**src/rtl/core/xnor_popcount_conv_threshold_assert.svh**
```systemverilog
// Assertion macros for the xnor popcount convolution block.
// Included by the top level; define NO_ASSERTIONS to compile them out.
`ifndef XNOR_POPCOUNT_CONV_THRESHOLD_ASSERT_SVH
`define XNOR_POPCOUNT_CONV_THRESHOLD_ASSERT_SVH

`ifndef NO_ASSERTIONS
// same-cycle implication, checked out of reset
`define XPC_ASSERT_IMPL(label, clk, rst_n, cond, expr) \
    label: assert property (@(posedge clk) disable iff (!rst_n) (cond) |-> (expr)) \
        else $error("xpc assertion failed");
// next-cycle implication, checked out of reset
`define XPC_ASSERT_NEXT(label, clk, rst_n, cond, expr) \
    label: assert property (@(posedge clk) disable iff (!rst_n) (cond) |=> (expr)) \
        else $error("xpc assertion failed");
`else
`define XPC_ASSERT_IMPL(label, clk, rst_n, cond, expr)
`define XPC_ASSERT_NEXT(label, clk, rst_n, cond, expr)
`endif

`endif

```
**src/rtl/core/xpc_pkg.sv**
```systemverilog
// Shared types, constants and the popcount function for the xnor popcount
// convolution block. No dependencies.
`default_nettype none

package xpc_pkg;

    localparam int WORD_BITS = 32;
    localparam int SUM_W     = 18;
    localparam int THR_W     = 16;
    localparam int CNT_W     = $clog2(WORD_BITS + 1);
    // signed agree-minus-zeros difference, then one more bit for the plane shift
    localparam int TERM_W    = CNT_W + 2;
    localparam int Q_DEPTH   = 4;
    localparam int Q_PTR_W   = $clog2(Q_DEPTH);
    localparam int Q_CNT_W   = $clog2(Q_DEPTH + 1);
    localparam int IDX_W     = 3;

    localparam logic [WORD_BITS-1:0] M1 = 32'h5555_5555;
    localparam logic [WORD_BITS-1:0] M2 = 32'h3333_3333;
    localparam logic [WORD_BITS-1:0] M4 = 32'h0F0F_0F0F;

    // register indexes
    localparam logic [IDX_W-1:0] REG_ENABLE   = 3'd0;
    localparam logic [IDX_W-1:0] REG_LOW      = 3'd1;
    localparam logic [IDX_W-1:0] REG_MID      = 3'd2;
    localparam logic [IDX_W-1:0] REG_HIGH     = 3'd3;
    localparam logic [IDX_W-1:0] REG_MODE     = 3'd4;
    localparam logic [IDX_W-1:0] REG_CONSTANT = 3'd5;

    // threshold modes; anything else is constant mode
    localparam logic [1:0] MODE_INC = 2'd0;
    localparam logic [1:0] MODE_DEC = 2'd1;

    typedef logic [CNT_W-1:0]         count_t;
    typedef logic signed [TERM_W-1:0] term_t;
    typedef logic signed [SUM_W-1:0]  sum_t;

    typedef struct packed {
        term_t term;
        logic  last;
    } entry_t;

    typedef struct packed {
        logic                    enable;
        logic signed [THR_W-1:0] low;
        logic signed [THR_W-1:0] mid;
        logic signed [THR_W-1:0] high;
        logic [1:0]              mode;
        logic [1:0]              level;
    } cfg_t;

    function automatic count_t popcount(input logic [WORD_BITS-1:0] v);
        logic [WORD_BITS-1:0] s1;
        logic [WORD_BITS-1:0] s2;
        logic [WORD_BITS-1:0] s4;
        logic [7:0]           bsum;
        s1   = v - ((v >> 1) & M1);
        s2   = (s1 & M2) + ((s1 >> 2) & M2);
        s4   = (s2 + (s2 >> 4)) & M4;
        bsum = s4[7:0] + s4[15:8] + s4[23:16] + s4[31:24];
        return bsum[CNT_W-1:0];
    endfunction

endpackage

`default_nettype wire

```
**src/rtl/core/xpc_front.sv**
```systemverilog
// Front stage: accepts input items, forms the signed popcount term per word.
// Depends on xpc_pkg.
`default_nettype none

module xpc_front
(
    input  wire logic                           clk,
    input  wire logic                           rst_n,
    input  wire logic                           in_valid,
    output logic                                in_stall,
    input  wire logic [xpc_pkg::WORD_BITS-1:0]  activation_word,
    input  wire logic [xpc_pkg::WORD_BITS-1:0]  weight_word,
    input  wire logic                           plane_index,
    input  wire logic                           last,
    output logic                                push_valid,
    output xpc_pkg::entry_t                     push_entry,
    input  wire logic                           q_full
);

    logic                      f_valid_reg;
    logic                      f_valid_next;
    xpc_pkg::entry_t           f_entry_reg;
    xpc_pkg::count_t           agree;
    xpc_pkg::count_t           zeros;
    logic signed [xpc_pkg::CNT_W:0] diff;
    xpc_pkg::term_t            term;
    logic                      take;

    assign agree = xpc_pkg::popcount(~(activation_word ^ weight_word));
    assign zeros = xpc_pkg::popcount(~weight_word);
    assign diff  = $signed({1'b0, agree}) - $signed({1'b0, zeros});
    assign term  = plane_index ? {diff, 1'b0} : {diff[xpc_pkg::CNT_W], diff};

    // stage holds only while the queue is full
    assign in_stall = f_valid_reg && q_full;
    assign take     = in_valid && !in_stall;

    always_comb
    begin
        f_valid_next = f_valid_reg;
        if (take)
        begin
            f_valid_next = 1'b1;
        end
        else if (f_valid_reg && !q_full)
        begin
            f_valid_next = 1'b0;
        end
    end

    always_ff @(posedge clk or negedge rst_n)
    begin
        if (!rst_n)
        begin
            f_valid_reg <= 1'b0;
        end
        else
        begin
            f_valid_reg <= f_valid_next;
        end
    end

    always_ff @(posedge clk)
    begin
        if (take)
        begin
            f_entry_reg.term <= term;
            f_entry_reg.last <= last;
        end
    end

    assign push_valid = f_valid_reg;
    assign push_entry = f_entry_reg;

endmodule

`default_nettype wire

```
**src/rtl/core/xpc_queue.sv**
```systemverilog
// Short FIFO of terms between the front and back stages.
// Depends on xpc_pkg.
`default_nettype none

module xpc_queue
(
    input  wire logic                        clk,
    input  wire logic                        rst_n,
    input  wire logic                        push_valid,
    input  wire xpc_pkg::entry_t             push_entry,
    output logic                             q_full,
    input  wire logic                        pop,
    output logic                             q_valid,
    output xpc_pkg::entry_t                  head,
    output logic [xpc_pkg::Q_CNT_W-1:0]      q_count
);

    xpc_pkg::entry_t                   mem [xpc_pkg::Q_DEPTH];
    logic [xpc_pkg::Q_PTR_W-1:0]       wr_ptr_reg;
    logic [xpc_pkg::Q_PTR_W-1:0]       rd_ptr_reg;
    logic [xpc_pkg::Q_CNT_W-1:0]       count_reg;
    logic [xpc_pkg::Q_CNT_W-1:0]       count_next;
    logic                              do_push;
    logic                              do_pop;

    assign q_full  = count_reg == xpc_pkg::Q_CNT_W'(xpc_pkg::Q_DEPTH);
    assign q_valid = count_reg != '0;
    assign do_push = push_valid && !q_full;
    assign do_pop  = pop && q_valid;
    assign head    = mem[rd_ptr_reg];
    assign q_count = count_reg;

    always_comb
    begin
        count_next = count_reg;
        if (do_push && !do_pop)
        begin
            count_next = count_reg + 1'b1;
        end
        else if (do_pop && !do_push)
        begin
            count_next = count_reg - 1'b1;
        end
    end

    always_ff @(posedge clk or negedge rst_n)
    begin
        if (!rst_n)
        begin
            wr_ptr_reg <= '0;
            rd_ptr_reg <= '0;
            count_reg  <= '0;
        end
        else
        begin
            count_reg <= count_next;
            if (do_push)
            begin
                wr_ptr_reg <= wr_ptr_reg + 1'b1;
            end
            if (do_pop)
            begin
                rd_ptr_reg <= rd_ptr_reg + 1'b1;
            end
        end
    end

    always_ff @(posedge clk)
    begin
        if (do_push)
        begin
            mem[wr_ptr_reg] <= push_entry;
        end
    end

endmodule

`default_nettype wire

```
**src/rtl/core/xpc_back.sv**
```systemverilog
// Back stage: accumulates terms, applies thresholds on the last item of a
// patch and holds the result in an output register. Depends on xpc_pkg.
`default_nettype none

module xpc_back
(
    input  wire logic                        clk,
    input  wire logic                        rst_n,
    input  wire xpc_pkg::cfg_t               cfg,
    input  wire logic                        q_valid,
    input  wire xpc_pkg::entry_t             head,
    output logic                             pop,
    output logic                             out_valid,
    input  wire logic                        out_stall,
    output logic signed [xpc_pkg::SUM_W-1:0] channel_value
);

    xpc_pkg::sum_t  sum_reg;
    xpc_pkg::sum_t  sum_next;
    xpc_pkg::sum_t  acc;
    xpc_pkg::sum_t  lo;
    xpc_pkg::sum_t  mi;
    xpc_pkg::sum_t  hi;
    xpc_pkg::sum_t  result;
    xpc_pkg::sum_t  value_reg;
    logic           out_valid_reg;
    logic           out_valid_next;
    logic           slot_free;
    logic           load;

    localparam int EXT_W = xpc_pkg::SUM_W - xpc_pkg::TERM_W;
    localparam int THR_EXT_W = xpc_pkg::SUM_W - xpc_pkg::THR_W;

    assign slot_free = !out_valid_reg || !out_stall;
    // a last item waits until the output register can take its result
    assign pop  = q_valid && (!head.last || slot_free);
    assign load = pop && head.last;

    assign acc = sum_reg + {{EXT_W{head.term[xpc_pkg::TERM_W-1]}}, head.term};
    assign lo  = {{THR_EXT_W{cfg.low[xpc_pkg::THR_W-1]}}, cfg.low};
    assign mi  = {{THR_EXT_W{cfg.mid[xpc_pkg::THR_W-1]}}, cfg.mid};
    assign hi  = {{THR_EXT_W{cfg.high[xpc_pkg::THR_W-1]}}, cfg.high};

    always_comb
    begin
        result = acc;
        if (cfg.enable)
        begin
            case (cfg.mode)
                xpc_pkg::MODE_INC:
                begin
                    if (acc < lo)      result = xpc_pkg::SUM_W'(0);
                    else if (acc < mi) result = xpc_pkg::SUM_W'(1);
                    else if (acc < hi) result = xpc_pkg::SUM_W'(2);
                    else               result = xpc_pkg::SUM_W'(3);
                end
                xpc_pkg::MODE_DEC:
                begin
                    if (acc > hi)      result = xpc_pkg::SUM_W'(0);
                    else if (acc > mi) result = xpc_pkg::SUM_W'(1);
                    else if (acc > lo) result = xpc_pkg::SUM_W'(2);
                    else               result = xpc_pkg::SUM_W'(3);
                end
                default:
                begin
                    result = {{(xpc_pkg::SUM_W-2){1'b0}}, cfg.level};
                end
            endcase
        end
    end

    always_comb
    begin
        sum_next = sum_reg;
        if (pop)
        begin
            sum_next = head.last ? '0 : acc;
        end
        out_valid_next = out_valid_reg;
        if (load)
        begin
            out_valid_next = 1'b1;
        end
        else if (out_valid_reg && !out_stall)
        begin
            out_valid_next = 1'b0;
        end
    end

    always_ff @(posedge clk or negedge rst_n)
    begin
        if (!rst_n)
        begin
            sum_reg       <= '0;
            out_valid_reg <= 1'b0;
        end
        else
        begin
            sum_reg       <= sum_next;
            out_valid_reg <= out_valid_next;
        end
    end

    always_ff @(posedge clk)
    begin
        if (load)
        begin
            value_reg <= result;
        end
    end

    assign out_valid     = out_valid_reg;
    assign channel_value = value_reg;

endmodule

`default_nettype wire

```
**src/rtl/core/xnor_popcount_conv_threshold.sv**
```systemverilog
// Top level of the xnor popcount convolution channel with threshold output.
// Depends on xpc_pkg, xpc_front, xpc_queue, xpc_back and the assertion header.
`default_nettype none

// One output channel of a binary-weight convolution. Each input item is one
// 32-bit activation bit-plane word with its weight word; the block adds
// (popcount(xnor) - zero count of weights) << plane_index to an 18-bit sum,
// and on an item with last set delivers the raw sum or a 2-bit threshold
// level, then clears the sum. One item per clock is sustained while the
// output does not stall: the front stage registers the popcount term, a
// 4-entry queue decouples it from the back stage, which accumulates one
// term per cycle. Output stalls back up through the queue; the input stalls
// only once the queue is full. Configuration is to be written with
// wr_en/wr_index/wr_data while idle; the block does not enforce it.
module xnor_popcount_conv_threshold
(
    input  wire logic                           clk,
    input  wire logic                           rst_n,
    input  wire logic                           in_valid,
    output logic                                in_stall,
    input  wire logic [xpc_pkg::WORD_BITS-1:0]  activation_word,
    input  wire logic [xpc_pkg::WORD_BITS-1:0]  weight_word,
    input  wire logic                           plane_index,
    input  wire logic                           last,
    output logic                                out_valid,
    input  wire logic                           out_stall,
    output logic signed [xpc_pkg::SUM_W-1:0]    channel_value,
    input  wire logic                           wr_en,
    input  wire logic [xpc_pkg::IDX_W-1:0]      wr_index,
    input  wire logic [xpc_pkg::THR_W-1:0]      wr_data
);

`include "xnor_popcount_conv_threshold_assert.svh"

    xpc_pkg::cfg_t                   cfg_reg;
    logic                            push_valid;
    xpc_pkg::entry_t                 push_entry;
    logic                            q_full;
    logic                            q_valid;
    logic                            pop;
    xpc_pkg::entry_t                 head;
    logic [xpc_pkg::Q_CNT_W-1:0]     q_count;

    always_ff @(posedge clk or negedge rst_n)
    begin
        if (!rst_n)
        begin
            cfg_reg <= '0;
        end
        else if (wr_en)
        begin
            case (wr_index)
                xpc_pkg::REG_ENABLE:   cfg_reg.enable <= wr_data[0];
                xpc_pkg::REG_LOW:      cfg_reg.low    <= wr_data;
                xpc_pkg::REG_MID:      cfg_reg.mid    <= wr_data;
                xpc_pkg::REG_HIGH:     cfg_reg.high   <= wr_data;
                xpc_pkg::REG_MODE:     cfg_reg.mode   <= wr_data[1:0];
                xpc_pkg::REG_CONSTANT: cfg_reg.level  <= wr_data[1:0];
                default:               cfg_reg        <= cfg_reg;
            endcase
        end
    end

    xpc_front u_front
    (
        .clk             (clk),
        .rst_n           (rst_n),
        .in_valid        (in_valid),
        .in_stall        (in_stall),
        .activation_word (activation_word),
        .weight_word     (weight_word),
        .plane_index     (plane_index),
        .last            (last),
        .push_valid      (push_valid),
        .push_entry      (push_entry),
        .q_full          (q_full)
    );

    xpc_queue u_queue
    (
        .clk        (clk),
        .rst_n      (rst_n),
        .push_valid (push_valid),
        .push_entry (push_entry),
        .q_full     (q_full),
        .pop        (pop),
        .q_valid    (q_valid),
        .head       (head),
        .q_count    (q_count)
    );

    xpc_back u_back
    (
        .clk           (clk),
        .rst_n         (rst_n),
        .cfg           (cfg_reg),
        .q_valid       (q_valid),
        .head          (head),
        .pop           (pop),
        .out_valid     (out_valid),
        .out_stall     (out_stall),
        .channel_value (channel_value)
    );

    // the input only backs up when the front holds an item and the queue is full
    `XPC_ASSERT_IMPL(a_stall_needs_full, clk, rst_n, in_stall,
                     push_valid && q_count == xpc_pkg::Q_CNT_W'(xpc_pkg::Q_DEPTH))
    // a last item never leaves the queue while the output register is blocked
    `XPC_ASSERT_IMPL(a_no_lost_result, clk, rst_n, pop && head.last && out_valid,
                     !out_stall)
    // levels stay in two bits whenever thresholds are on
    `XPC_ASSERT_NEXT(a_level_range, clk, rst_n, pop && head.last && cfg_reg.enable,
                     channel_value[xpc_pkg::SUM_W-1:2] == '0)

endmodule

`default_nettype wire

```
**config.mk**
```make
export PLATFORM = sky130hd
export DESIGN_NAME = xnor_popcount_conv_threshold
export DESIGN_NICKNAME = d
export VERILOG_FILES = /design/src/rtl/core/xpc_pkg.sv /design/src/rtl/core/xpc_front.sv /design/src/rtl/core/xpc_queue.sv /design/src/rtl/core/xpc_back.sv /design/src/rtl/core/xnor_popcount_conv_threshold.sv
export VERILOG_INCLUDE_DIRS = /design/src /design/src/rtl/core
export SDC_FILE = /design/constraint.sdc
export NUM_CORES = 1
export LEC_CHECK = 0
export BUFFER_PORTS_ARGS = -buffer_cell sky130_fd_sc_hd__buf_2
export CORE_ASPECT_RATIO = 0.9
export CORE_MARGIN = 1.5
export CORE_UTILIZATION = 56
export DETAILED_ROUTE_END_ITERATION = 6
export PLACE_DENSITY = 0.74
export REMOVE_ABC_BUFFERS = 1
export SLEW_MARGIN = 15
export SYNTH_ARGS = -nofsm -noshare
export SYNTH_HDL_FRONTEND = slang
export SYNTH_SLANG_ARGS = --single-unit
```
**constraint.sdc**
```tcl
create_clock -name clk -period 5.2 [get_ports clk]
set_input_delay 1.04 -clock clk [delete_from_list [all_inputs] [get_ports clk]]
set_output_delay 1.04 -clock clk [all_outputs]
set_load 0.02 [all_outputs]
```
==> run metrics <==
Hold WS about 0.5 ns; DRT iter0 DRCs 665; CTS buffer count 17; GRT Residual Overflow 0; Gate Count Post-Synth 1,338; # DRC 0; worst relative slew slack 21.8%; area of the multi-input gates about 9000 µm²; Maximum Capacitance Violations 0; min Tclk post-route about 7 ns; synthesized flop and latch total 143; CP Class primary input to register; beginning of the worst hold path u_front.push_entry[0]$_DFFE_PP_; critical path capture point type register; max FFs per register 53; Vias 10,800; Worst Slack Setup Final -1.62 ns; ys async rst share between 50 and 60%; die width about 160 µm; initial antenna violation count 0; global-route wire length before repair ~50,000 µm; Clock transition at path regs ~0.060 ns; failing checks negative setup slack; total die area around 24,000 µm²; CTS tree built; xor/xnor cell area share of the yosys netlist 8.75%; status finished, violations left; largest net degree at the start of global routing 81; row cnt 52; Longest Clk Path Bufs 2; drt first pass iters 5; nets approximately 2,000; die height 148 µm; FILL cells 1,536; Total Wirelength between 30,000 and 40,000 µm; worst skew pair latency between 0.4 and 0.5 ns; Post-Synth Adder-Cell Area between 20% and 30%; cell area after layout ~17,000 µm²; crit path DAT between 6 and 7 ns; Worst path top cell family by delay adder cells; Tcrit/Tclk final 131%; Total GRT Usage between 20% and 30%; Storage cell area a little under 4000 µm²; syn_area_per_cell 9.79 µm²; Critical-path top delay cell fa_1; CP required 5.37 ns; mux share of post-synthesis cell area 3.92%; vias per inst about 5.5; Buffers & Inverters on Critical Path 8; CP Max Fanout 3; Yosys cell types a little under 80; post-DP HPWL 24,300 µm; Starting Density just under 60%; crit start category primary input; I/O Pins 110; CORE AREA 22,700 µm²; placed cell areas about 15,000 µm²; Highest Clock Rate 0.147 GHz; Fin Clk Skew between 0.007 and 0.008 ns; Main synth FF type dfrtp_1; vias in the first global route 11,100; Worst Setup SP weight_word[6]; Worst Tran Pin Value roughly 1.2 ns; synthesis-to-finish area growth 28.5%; YS warnings 0; port bufs about 110; HP Class register to register; Final Setup Violations 7; Worst R2R Start u_queue.rd_ptr_reg[0]$_DFFE_PN0P_; final hold vios 0; antenna viol nets, final 0; simple logic cell fraction of the synthesized area between 10% and 20%; H-tree depth 4; root buffer cell clkbuf_16; Max Transition Viols Final 0; Synth Area in Compound Gates roughly 14%; share of layout cells above drive strength 1 between 30 and 40%; clock sinks between 100 and 150; ANT cells 0; Crit path top cell by count buf_4; WL/cell approximately 16 µm; GPL Wtd Cong approximately 0.87; worst stage delay on the critical path around 0.54 ns; RSZ-0062 raised after global routing yes; number of synthesized flops with an enable pin 63; Mapped Area between 10,000 and 15,000 µm²; combinational family with the most area after synthesis adder cells; post-synthesis sequential area ratio between 20 and 30%
[metrics by stage]
step	worst slack [ns]	setup TNS, ns	instances	utilization (%)
after floorplan	-1.90	-10.83	1319	-
after global placement	-2.05	-12.48	1925	68.1
after detailed placement	-2.29	-14.09	1925	68.1
after CTS	-1.53	-9.42	1970	72.0
after global routing	-1.86	-11.25	1983	74.1
final	-1.62	-9.50	1983	74.1
[worst register-to-register path, stage by stage (launching register included)]
cell,delay (ns)
dfrtp_2,0.40
buf_4,0.13
mux4_2,0.54
ha_1,0.34
a211oi_2,0.25
o21bai_1,0.13
a221oi_2,0.27
buf_4,0.18
o21ai_0,0.09
a21oi_1,0.21
a21boi_1,0.11
o21ai_1,0.23
nand2_2,0.15
ha_4,0.30
nand2_2,0.08
nor4_4,0.30
buf_4,0.17
nand4_1,0.12
o21a_1,0.24
mux2i_2,0.25
nor3_1,0.07
a22oi_1,0.16
a31oi_1,0.12
[timing repair]
| item | in CTS | in global routing |
|---|---|---|
| hold buffers | 0 | 0 |
| gates cloned | 0 | 0 |
| setup endpoints to repair | 9 | 9 |
| pin swaps | 43 | 58 |
| buffers inserted | 14 | 19 |
| gates resized for setup | 55 | 79 |
[cells by family (layout without fill, tap and decap cells)]
logic type                 Yosys count  in the layout
adders and majority gates          257            257
and+or+nand+nor                    289            289
DFF                                143            143
xor gates and xnor gates           130            130
buffers and inverters              200            548
muxes                               37             37
AOI/OAI and AO/OA                  282            282
[placed cells by master (no fill, tap or decap), drive strengths merged, types with 4 or more instances in the layout]
cell / synthesis / final
a2111oi: 4 / 4
a211oi: 10 / 10
a21boi: 9 / 9
a21o: 47 / 47
a21oi: 68 / 68
a31oi: 5 / 5
and2: 7 / 7
buf: 3 / 335
clkbuf: 16 / 20
clkinv: 0 / 6
dfrtp: 80 / 80
edfxtp: 63 / 63
fa: 39 / 39
ha: 218 / 218
inv: 181 / 181
mux2: 25 / 25
mux4: 9 / 9
nand2: 94 / 94
nand2b: 18 / 18
nand3: 33 / 33
nand4: 13 / 13
nand4b: 5 / 5
nor2: 56 / 56
nor2b: 19 / 19
nor3: 16 / 16
nor4: 7 / 7
o211ai: 4 / 4
o21a: 5 / 5
o21ai: 82 / 82
o21bai: 9 / 9
or3: 4 / 4
xnor2: 68 / 68
xor2: 62 / 62
[worst paths after layout]
| check | slack (ns) | cells past startpoint | endpoint |
|---|---|---|---|
| worst max register to register | 0.09 | 22 | u_back.channel_value[1]$_DFFE_PP_ |
| worst min register to register | 0.50 | 0 | u_queue.mem[0][0]$_DFFE_PP_ |
| min in group asynchronous | 0.76 | 1 | cfg_reg[47]$_DFFE_PN0P_ |
| worst min-delay path | 0.50 | 0 | u_queue.mem[0][0]$_DFFE_PP_ |
| worst max-delay path | -1.62 | 27 | u_front.push_entry[5]$_DFFE_PP_ |
| max in group asynchronous | 3.64 | 1 | u_queue.rd_ptr_reg[0]$_DFFE_PN0P_ |
[per-layer routing]
metal  GRT usage (%)  up-vias  part of all wire, %  wire length (µm)
met5               0        -                    0                 0
met4            10.2        0                  2.9               919
met3            3.63       75                  3.6              1140
met2            48.1      273                   51             16300
met1            31.7     5158                   42             13400
li1                -     5321                    -                 -
[Yosys cell counts (3+ instances only)]
cell type	number	share of area, %
a21oi_1	67	2.6
mux4_2	9	1.5
and2_1	7	0.33
a211oi_1	10	0.57
nand3b_1	3	0.17
or2_2	3	0.14
o21ai_0	79	3.0
a21o_1	47	2.7
xnor2_1	68	4.5
xor2_1	61	4.1
mux2i_1	3	0.23
o21bai_1	9	0.52
nand4_1	13	0.62
a21boi_0	5	0.29
nand2b_1	18	0.86
a22o_1	3	0.20
dfrtp_1	80	15
fa_1	39	6.0
a21boi_1	4	0.23
a31oi_1	5	0.24
nor2b_1	19	0.91
nand4b_1	5	0.33
nor2_1	56	1.6
nand3_1	33	1.3
a22oi_1	3	0.17
nand2_1	94	2.7
ha_1	218	21
o2111ai_1	3	0.20
o211ai_1	4	0.23
clkbuf_1	16	0.46
edfxtp_1	63	14
o22ai_1	3	0.14
nor4_1	7	0.33
or3_1	3	0.14
nor3_1	16	0.61
mux2_2	25	2.1
inv_1	179	5.1
o21a_1	4	0.23
[final cells by class]
| type | instances | share of cell area, % |
|---|---|---|
| repair buffers | 335 | 13.5 |
| multi-input cells | 995 | 53.6 |
| inverters | 181 | 4.05 |
| clock buffers | 20 | 2.59 |
| flip-flops and latches | 143 | 23.1 |
| well taps | 297 | 2.21 |
| clock inverters | 12 | 0.855 |
Power is left out: the tool's default activity adds up to more than one toggle a clock period on the data nets, which glitch-free logic cannot reach.
